File: config.mk
export PLATFORM = sky130hd
export DESIGN_NAME = two_channel_lamp_lux_controller
export DESIGN_NICKNAME = d
export VERILOG_FILES = /design/src/design/tclc_pkg.sv /design/src/design/two_channel_lamp_lux_controller.sv
export SDC_FILE = /design/constraint.sdc
export NUM_CORES = 1
export LEC_CHECK = 0
export BUFFER_PORTS_ARGS = -buffer_cell sky130_fd_sc_hd__buf_2
export CAP_MARGIN = 0
export CORE_UTILIZATION = 60
export DETAILED_ROUTE_END_ITERATION = 16
export PLACE_DENSITY = 0.86
export SLEW_MARGIN = 0
export SYNTH_ARGS = -nofsm -noshare
export SYNTH_HDL_FRONTEND = slang
export SYNTH_SLANG_ARGS = --single-unit
File: constraint.sdc
create_clock -name clk -period 8.16 [get_ports clk]
set_input_delay 0.408 -clock clk [delete_from_list [all_inputs] [get_ports clk]]
set_output_delay 0.408 -clock clk [all_outputs]
set_load 0.05 [all_outputs]
File: src/design/tclc_pkg.sv
// Shared types and constants of the two-channel lamp controller.
package tclc_pkg;

	// Controller sequencing
	typedef enum logic [2:0] {
		ST_IDLE,
		ST_LOAD,
		ST_MUL,
		ST_PREP,
		ST_DIV,
		ST_WB,
		ST_DONE
	} state_t;

	// Multiply/divide passes that one word may need
	typedef enum logic [2:0] {
		OP_LUX,
		OP_MAN_WARM,
		OP_MAN_COLD,
		OP_SEMI_COLD,
		OP_SEMI_WARM
	} op_t;

	localparam int MODE_BITS     = 2;
	localparam int TARGET_BITS   = 10;
	localparam int CFG_ADDR_BITS = 1;
	localparam int CFG_DATA_BITS = TARGET_BITS;

	localparam logic [MODE_BITS-1:0] MODE_MANUAL = 2'd0;
	localparam logic [MODE_BITS-1:0] MODE_SEMI   = 2'd1;
	localparam logic [MODE_BITS-1:0] MODE_AUTO   = 2'd2;

	localparam logic [CFG_ADDR_BITS-1:0] REG_MODE   = 1'b0;
	localparam logic [CFG_ADDR_BITS-1:0] REG_TARGET = 1'b1;

	localparam logic [TARGET_BITS-1:0] TARGET_RESET = 10'd100;

	// Full-scale illuminance of the sensor divider
	localparam int LUX_BITS = 8;
	localparam logic [LUX_BITS-1:0] LUX_FULL = 8'd165;

	localparam int INTEG_RESET = 2048;

endpackage

File: src/design/two_channel_lamp_lux_controller.sv
// Top level of the two-channel warm/cold lamp controller.
//
// Each input word carries one sample of the colour knob, brightness knob, light sensor and
// motion sensor; each output word gives the warm and cold drive levels and the lamp-on flag
// after that sample. One word is processed at a time with a shift-add multiplier that takes
// one multiplier bit per cycle and a restoring divider by the converter full scale (or its
// square) that yields one quotient bit per cycle. Manual mode with the lamp on takes two
// passes; semi mode takes one lux pass plus two split passes; auto mode takes the lux pass
// only; manual with the lamp off and the spare mode code skip the passes and go straight
// to the output. The input is ready whenever no word is in work, even while the last
// result still waits in the output register.
module two_channel_lamp_lux_controller #(
	parameter int ADC_BITS   = 12,
	parameter int DRIVE_BITS = 13
) (
	input  logic                                 clk,
	input  logic                                 arst_n,
	// cfg
	input  logic                                 cfg_we,
	input  logic [tclc_pkg::CFG_ADDR_BITS-1:0]   cfg_addr,
	input  logic [tclc_pkg::CFG_DATA_BITS-1:0]   cfg_wdata,
	// input word
	input  logic                                 s_tvalid,
	output logic                                 s_tready,
	// colour_knob, brightness_knob, light_level, motion, zero pad
	input  logic [((3*ADC_BITS+1+7)/8)*8-1:0]    s_tdata,
	// output word
	output logic                                 m_tvalid,
	input  logic                                 m_tready,
	// warm_drive, cold_drive, lamp_on, zero pad
	output logic [((2*DRIVE_BITS+1+7)/8)*8-1:0]  m_tdata
);

	localparam int AW  = ADC_BITS;
	localparam int DW  = DRIVE_BITS;
	localparam int TW  = tclc_pkg::TARGET_BITS;
	localparam int LB  = tclc_pkg::LUX_BITS;
	localparam int MW  = (AW > DW) ? AW : DW;
	localparam int PW  = MW + AW;
	localparam int XW  = PW + DW;
	localparam int RW  = 2 * AW + 1;
	localparam int QW  = (DW > LB) ? DW : LB;
	localparam int SW  = ((DW > TW) ? DW : TW) + 2;
	localparam int CW  = $clog2(((MW > LB) ? MW : LB) + 1);
	localparam int OBW = ((2 * DW + 1 + 7) / 8) * 8;

	localparam logic [AW-1:0]   ADC_MAX   = '1;
	localparam logic [DW-1:0]   DRIVE_MAX = '1;
	localparam logic [2*AW-1:0] ADC_SQ    = {{AW{1'b0}}, ADC_MAX} * {{AW{1'b0}}, ADC_MAX};
	localparam logic [RW-1:0]   DIV_M     = RW'(ADC_MAX);
	localparam logic [RW-1:0]   DIV_M2    = RW'(ADC_SQ);

	tclc_pkg::state_t state_q, state_d;
	tclc_pkg::op_t    op_q, op_d, op_nx;

	logic [tclc_pkg::MODE_BITS-1:0] mode_q;
	logic [TW-1:0]                  target_q;

	logic          lamp_q;
	logic [DW-1:0] warm_q, cold_q, semi_int_q, auto_int_q;

	logic [AW-1:0] cct_q, bright_q, light_q;
	logic          motion_q;

	logic [MW-1:0] mc_q;
	logic [AW-1:0] ml_q;
	logic [PW-1:0] acc_q;
	logic [CW-1:0] cnt_q;

	logic [RW-1:0] rem_q;
	logic [XW-1:0] x_q;
	logic [QW-1:0] quo_q;
	logic          div_lux_q, div_sq_q;

	logic [OBW-1:0] out_data_q;
	logic           out_valid_q;

	logic s_acc, out_free, wb_last, mul_end, div_end;

	// ---------------------------------------------------------------- next state
	always_comb begin
		s_acc    = s_tvalid && (state_q == tclc_pkg::ST_IDLE);
		out_free = !out_valid_q || m_tready;
		mul_end  = (cnt_q == CW'(AW - 1));
		div_end  = div_lux_q ? (cnt_q == CW'(LB - 1)) : (cnt_q == CW'(DW - 1));
		state_d  = state_q;
		op_d     = op_q;
		op_nx    = op_q;
		wb_last  = 1'b0;
		unique case (op_q)
			tclc_pkg::OP_LUX: begin
				if (mode_q == tclc_pkg::MODE_SEMI) op_nx = tclc_pkg::OP_SEMI_COLD;
				else wb_last = 1'b1;
			end
			tclc_pkg::OP_SEMI_COLD: op_nx = tclc_pkg::OP_SEMI_WARM;
			tclc_pkg::OP_MAN_WARM:  op_nx = tclc_pkg::OP_MAN_COLD;
			default:                wb_last = 1'b1;
		endcase
		unique case (state_q)
			tclc_pkg::ST_IDLE: begin
				op_d = tclc_pkg::OP_LUX;
				if (s_acc) begin
					unique case (mode_q) inside
						tclc_pkg::MODE_MANUAL: begin
							op_d    = tclc_pkg::OP_MAN_WARM;
							state_d = lamp_q ? tclc_pkg::ST_LOAD : tclc_pkg::ST_DONE;
						end
						tclc_pkg::MODE_SEMI, tclc_pkg::MODE_AUTO: state_d = tclc_pkg::ST_LOAD;
						default: state_d = tclc_pkg::ST_DONE;
					endcase
				end
			end
			tclc_pkg::ST_LOAD: state_d = tclc_pkg::ST_MUL;
			tclc_pkg::ST_MUL:  if (mul_end) state_d = tclc_pkg::ST_PREP;
			tclc_pkg::ST_PREP: state_d = tclc_pkg::ST_DIV;
			tclc_pkg::ST_DIV:  if (div_end) state_d = tclc_pkg::ST_WB;
			tclc_pkg::ST_WB: begin
				state_d = wb_last ? tclc_pkg::ST_DONE : tclc_pkg::ST_LOAD;
				op_d    = op_nx;
			end
			tclc_pkg::ST_DONE: if (out_free) state_d = tclc_pkg::ST_IDLE;
			default:           state_d = tclc_pkg::ST_IDLE;
		endcase
	end

	always_ff @(posedge clk or negedge arst_n) begin
		if (!arst_n) begin
			state_q <= tclc_pkg::ST_IDLE;
			op_q    <= tclc_pkg::OP_LUX;
		end else begin
			state_q <= state_d;
			op_q    <= op_d;
		end
	end

	// ---------------------------------------------------------------- configuration
	always_ff @(posedge clk or negedge arst_n) begin
		if (!arst_n) begin
			mode_q   <= tclc_pkg::MODE_MANUAL;
			target_q <= tclc_pkg::TARGET_RESET;
		end else if (cfg_we) begin
			unique case (cfg_addr)
				tclc_pkg::REG_MODE:   mode_q   <= cfg_wdata[tclc_pkg::MODE_BITS-1:0];
				tclc_pkg::REG_TARGET: target_q <= cfg_wdata[TW-1:0];
				default: ;
			endcase
		end
	end

	// ---------------------------------------------------------------- serial datapath
	logic [XW-1:0] x_full;
	logic [RW-1:0] div_val, trial, trial_sub;
	logic          trial_ge;

	always_comb begin
		if (op_q == tclc_pkg::OP_MAN_WARM || op_q == tclc_pkg::OP_MAN_COLD)
			x_full = {acc_q, {DW{1'b0}}} - XW'(acc_q);   // times full drive
		else
			x_full = XW'(acc_q);
		div_val   = div_sq_q ? DIV_M2 : DIV_M;
		trial     = {rem_q[RW-2:0], x_q[XW-1]};
		trial_ge  = (trial >= div_val);
		trial_sub = trial - div_val;
	end

	always_ff @(posedge clk) begin
		unique case (state_q)
			tclc_pkg::ST_IDLE: begin
				if (s_acc) begin
					cct_q    <= s_tdata[AW-1:0];
					bright_q <= s_tdata[2*AW-1:AW];
					light_q  <= s_tdata[3*AW-1:2*AW];
					motion_q <= s_tdata[3*AW];
				end
			end
			tclc_pkg::ST_LOAD: begin
				acc_q <= '0;
				cnt_q <= '0;
				unique case (op_q)
					tclc_pkg::OP_LUX: begin
						mc_q <= MW'(tclc_pkg::LUX_FULL);
						ml_q <= ADC_MAX - light_q;
					end
					tclc_pkg::OP_MAN_WARM: begin
						mc_q <= MW'(bright_q);
						ml_q <= ADC_MAX - cct_q;
					end
					tclc_pkg::OP_MAN_COLD: begin
						mc_q <= MW'(bright_q);
						ml_q <= cct_q;
					end
					tclc_pkg::OP_SEMI_COLD: begin
						mc_q <= MW'(semi_int_q);
						ml_q <= cct_q;
					end
					default: begin
						mc_q <= MW'(semi_int_q);
						ml_q <= ADC_MAX - cct_q;
					end
				endcase
			end
			tclc_pkg::ST_MUL: begin
				// MSB-first shift-add
				acc_q <= {acc_q[PW-2:0], 1'b0} + (ml_q[AW-1] ? PW'(mc_q) : PW'(0));
				ml_q  <= {ml_q[AW-2:0], 1'b0};
				cnt_q <= cnt_q + CW'(1);
			end
			tclc_pkg::ST_PREP: begin
				// top bits of the dividend are already below the divisor
				cnt_q    <= '0;
				quo_q    <= '0;
				div_lux_q <= (op_q == tclc_pkg::OP_LUX);
				div_sq_q  <= (op_q == tclc_pkg::OP_MAN_WARM || op_q == tclc_pkg::OP_MAN_COLD);
				if (op_q == tclc_pkg::OP_LUX) begin
					rem_q <= RW'(x_full >> LB);
					x_q   <= x_full << (XW - LB);
				end else begin
					rem_q <= RW'(x_full >> DW);
					x_q   <= x_full << (XW - DW);
				end
			end
			tclc_pkg::ST_DIV: begin
				rem_q <= trial_ge ? trial_sub : trial;
				quo_q <= {quo_q[QW-2:0], trial_ge};
				x_q   <= {x_q[XW-2:0], 1'b0};
				cnt_q <= cnt_q + CW'(1);
			end
			default: ;
		endcase
	end

	// ---------------------------------------------------------------- integrator update
	logic [LB-1:0] lux_quo;
	logic          lux_corr;
	logic [DW-1:0] int_old, int_new;
	logic signed [SW-1:0] int_sum;

	always_comb begin
		lux_quo  = quo_q[LB-1:0];
		// truncation toward zero: round the lux up while the difference stays non-negative
		lux_corr = (rem_q != '0) && (TW'(lux_quo) < target_q);
		int_old  = (mode_q == tclc_pkg::MODE_SEMI) ? semi_int_q : auto_int_q;
		int_sum  = $signed(SW'(int_old)) + $signed(SW'(target_q))
		         - $signed(SW'(lux_quo)) - $signed(SW'(lux_corr));
		if (int_sum[SW-1])
			int_new = '0;
		else if (int_sum > $signed(SW'(DRIVE_MAX)))
			int_new = DRIVE_MAX;
		else
			int_new = int_sum[DW-1:0];
	end

	// lamp goes dark once both levels reached zero, motion switches it back on
	function automatic logic motion_in_d(input logic mot, input logic lamp,
	                                     input logic [DW-1:0] warm, input logic [DW-1:0] cold);
		return mot || (lamp && !(warm == '0 && cold == '0));
	endfunction

	always_ff @(posedge clk or negedge arst_n) begin
		if (!arst_n) begin
			lamp_q     <= 1'b1;
			warm_q     <= '0;
			cold_q     <= '0;
			semi_int_q <= DW'(tclc_pkg::INTEG_RESET);
			auto_int_q <= DW'(tclc_pkg::INTEG_RESET);
		end else if (state_q == tclc_pkg::ST_WB) begin
			unique case (op_q) inside
				tclc_pkg::OP_LUX: begin
					if (mode_q == tclc_pkg::MODE_SEMI) begin
						semi_int_q <= int_new;
					end else begin
						// levels still hold the previous word here
						lamp_q     <= motion_in_d(motion_q, lamp_q, warm_q, cold_q);
						auto_int_q <= int_new;
						warm_q     <= int_new >> 1;
						cold_q     <= int_new >> 1;
					end
				end
				tclc_pkg::OP_MAN_WARM, tclc_pkg::OP_SEMI_WARM: warm_q <= quo_q[DW-1:0];
				default: cold_q <= quo_q[DW-1:0];
			endcase
		end
	end

	// ---------------------------------------------------------------- output register
	always_ff @(posedge clk or negedge arst_n) begin
		if (!arst_n) begin
			out_valid_q <= 1'b0;
		end else if (state_q == tclc_pkg::ST_DONE && out_free) begin
			out_valid_q <= 1'b1;
		end else if (m_tready) begin
			out_valid_q <= 1'b0;
		end
	end

	always_ff @(posedge clk) begin
		if (state_q == tclc_pkg::ST_DONE && out_free)
			out_data_q <= OBW'({lamp_q, cold_q, warm_q});
	end

	assign s_tready = (state_q == tclc_pkg::ST_IDLE);
	assign m_tvalid = out_valid_q;
	assign m_tdata  = out_data_q;

endmodule

==> qor_table.md <==
| Result | This run | Unit |
|:---|:---|:---|
| Yosys reg bits | 243 | - |
| Antenna cell count | 0 | - |
| Number of synthesized flops with an enable pin | 171 | - |
| Class of the most critical setup path | register to register | - |
| Aggregate negative setup slack | 0 | ns |
| Overall overflow remaining after global route | 0 | - |
| Actual transition at the worst max-transition pin | 1.169 | ns |
| Vias | 11560 | - |
| Worst-path maximum fanout | 15 | - |
| Asr flop ratio synth | 0.2963 | - |
| Min Tclk post-route | 6.437 | ns |
| Number of buffers inserted by hold repair at cts | 0 | - |
| TritonCTS clock tree | done | - |
| Startpoint of the tightest hold check path | s_tdata[5] | - |
| Distinct cell type count after synthesis | 71 | - |
| Dpl hpwl | 24570 | um |
| Primary FF master, synth | edfxtp_1 | - |
| Initial core utilization | 0.6162 | - |
| H-tree levels | 1 | - |
| Number of CTS-inserted buffers | 25 | - |
| Die outline area | 24880 | um^2 |
| Number of vias per cell | 6.261 | - |
| Worst r2r src | target_q[2] | - |
| Area delta synth->final | 9.880 | % |
| Std-Cell Core Area | 23610 | um^2 |
| Avg WL per Cell | 18.96 | um |
| Post-CTS clock slew at the launch and capture registers of the worst setup and hold paths | 0.06 | ns |
| I/O pin cnt | 90 | - |
| Run status | complete, no violations | - |
| Later-pin clock latency in the skew report | 0.52 | ns |
| Finished Core Util | 0.6771 | - |
| Most common cell after layout, fill and taps aside | nand2_1 | - |
| Sink count of the clock tree | 243 | - |
| Seq/Total Area, Yosys | 0.4773 | - |
| Data arrival time at the worst-slack endpoint | 6.80 | ns |
| Detailed-routing iteration count for the pre-antenna-repair pass | 6 | - |
| Detailed Route Iter0 Violations | 1168 | - |
| Placer congestion estimate | 0.9170 | - |
| Number of failing hold endpoints at the final stage | 0 | - |
| Die Y-Extent | 157.7 | um |
| Final hold slack | 0.05602 | ns |
| Gates resized, CTS repair | 0 | - |
| Fraction of layout cells with a size suffix above 1 | 0.1205 | - |
| Wire length of the first global-routing pass | 55640 | um |
| Via count of the first global-routing pass | 11020 | - |
| Setup slack of the most critical reg-to-reg path | 1.72 | ns |
| Final period util | 0.7889 | - |
| Root Driver | clkbuf_16 | - |
| Horizontal die dimension | 157.7 | um |
| Quantity of I/O buffers inserted on ports | 81 | - |
| Core Rows | 56 | - |
| RSZ-0062 raised after global routing | no | - |
| Worst Clk Skew | 0.01224 | ns |
| Antenna violations before repair | 0 | - |
| Max Freq | 155.3 | MHz |
| Number of nets still failing antenna checks after routing | 0 | - |
| DR DRC count | 0 | - |
| Fin. max-slew vios | 0 | - |
| Critical Path End Type | register | - |
| Yosys synthesis warning count | 0 | - |
| Number of max-capacitance violations reported | 0 | - |
| Maximum number of pins on one net before global-route repair | 73 | - |
| Final-report setup violation count | 0 | - |
| Startpoint types | register | - |
| Maximum count of clock buffers along a single path | 3 | - |
| Most used cells in the layout excluding fill and tap cells | nand2_1 (178), edfxtp_1 (171), o21ai_0 (124) | - |
| Number of buffers added for setup after CTS | 0 | - |
| Gate Count Post-Synth | 1453 | - |
| Final Net Count | 1658 | - |
| Tightest slew margin relative to the limit | 0.2175 | - |
| Type of the tightest min-delay check | primary input to register | - |
| Drt total wl | 35010 | um |
| Total routing resource utilization after global routing | 0.2858 | - |
| Required arrival time at the worst endpoint | 8.52 | ns |
| Post-synthesis cell area | 14550 | um^2 |
| Average footprint of a synthesized cell | 10.01 | um^2 |
| CP startpoint | target_q[2] | - |
[layout make-up]
type / instances / area [um^2]
fill: 1736 / 7625
timing repair buffer: 98 / 533.0
inverter: 72 / 270.3
multi-input combinational: 1069 / 7069
tap: 319 / 399.1
clock inverter: 8 / 71.32
clock buffer: 37 / 700.7
sequential: 243 / 6944
[worst paths after layout]
check | cells after the start | end
max in group asynchronous | 2 | semi_int_q[0]
min in group asynchronous | 2 | cold_q[12]
max reg2reg | 23 | semi_int_q[10]
max | 23 | semi_int_q[10]
min reg2reg | 2 | lamp_q
min | 1 | cct_q[5]
[kinds of logic (layout without fill, tap and decap cells)]
| family | after synthesis | count (layout) | synth area share |
|---|---|---|---|
| other | 1 | 5 | 0.0002577 |
| muxes | 40 | 40 | 0.02932 |
| xor gates and xnor gates | 80 | 80 | 0.04816 |
| adders and majority gates | 93 | 93 | 0.08771 |
| AOI/OAI and AO/OA | 369 | 369 | 0.1601 |
| DFF | 243 | 243 | 0.4773 |
| and+or+nand+nor | 482 | 482 | 0.1576 |
| buffers and inverters | 145 | 215 | 0.03956 |
[state kept, by name (all words and copies together) (netlist names), 4 cells and up]
register and cells:
cct_q 12, auto_int_q 13, light_q 12, acc_q 25, rem_q 25, quo_q 13
mc_q 13, cold_q 13, m_tdata 27, semi_int_q 13, ml_q 12, bright_q 12
warm_q 13, x_q 13, target_q 10, cnt_q 4
[Yosys cell counts (6+ instances only)]
cell      count  share of area
nand2_1     178          0.046
edfxtp_1    171           0.35
o21ai_0     125          0.043
nor2_1       96          0.025
ha_1         78          0.067
a21oi_1      77          0.026
inv_1        72          0.019
dfrtp_1      66           0.11
clkbuf_1     63          0.016
xnor2_1      55          0.033
and3_1       38          0.016
a21o_1       36          0.019
nand3_1      35          0.012
nor3_1       30          0.010
xor2_1       25          0.015
mux2_2       21          0.016
and2_1       19         0.0082
mux2i_1      19          0.013
nor4_1       18         0.0077
o211ai_1     18         0.0093
a31oi_1      15         0.0064
fa_1         15          0.021
nor2b_1      13         0.0056
o22ai_1      13         0.0056
a211o_1      12         0.0072
a211oi_1     12         0.0062
nand2b_1     12         0.0052
nand4_1      12         0.0052
o221ai_1     12         0.0072
or2_2         7         0.0030
buf_4         6         0.0031
dfstp_2       6          0.011
o21a_1        6         0.0031
or3_1         6         0.0026
[metrics by stage]
| step | std cells | setup WS (ns) | instance area [um^2] |
|---|---|---|---|
| after detailed placement | 1801 | 1.970 | 15220 |
| after CTS | 1846 | 1.890 | 15990 |
| after global placement | 1801 | 2.142 | 15220 |
| after global routing | 1846 | 1.375 | 15990 |
| final | 1846 | 1.723 | 15990 |
| after floorplan | 1457 | 2.994 | 14570 |
[metal layers]
metal | GRT usage | vias to the layer above | share of wire
met5 | 0 | - | 0
met2 | 0.4630 | 566 | 0.47
met1 | 0.3908 | 5491 | 0.41
met4 | 0.09986 | 0 | 0.030
li1 | - | 5401 | -
met3 | 0.04544 | 99 | 0.090
[critical path: stages (launching register included)]
cell,delay (ns)
dfstp_2,0.53
inv_1,0.05
ha_1,0.23
fa_1,0.39
a31oi_1,0.23
o31ai_1,0.11
nand3_1,0.09
nand2_1,0.06
nand3_1,0.12
o21ai_0,0.12
fa_1,0.51
inv_1,0.06
fa_1,0.51
inv_1,0.05
ha_1,0.21
fa_1,0.43
a211oi_1,0.29
nor2_1,0.12
o41ai_1,0.37
o21ai_0,0.22
o41ai_1,0.48
nand2_1,0.40
o21ai_0,0.48
o21ai_0,0.22
Power is left out: the tool's default activity adds up to more than one toggle a clock period on the data nets, which glitch-free logic cannot reach.
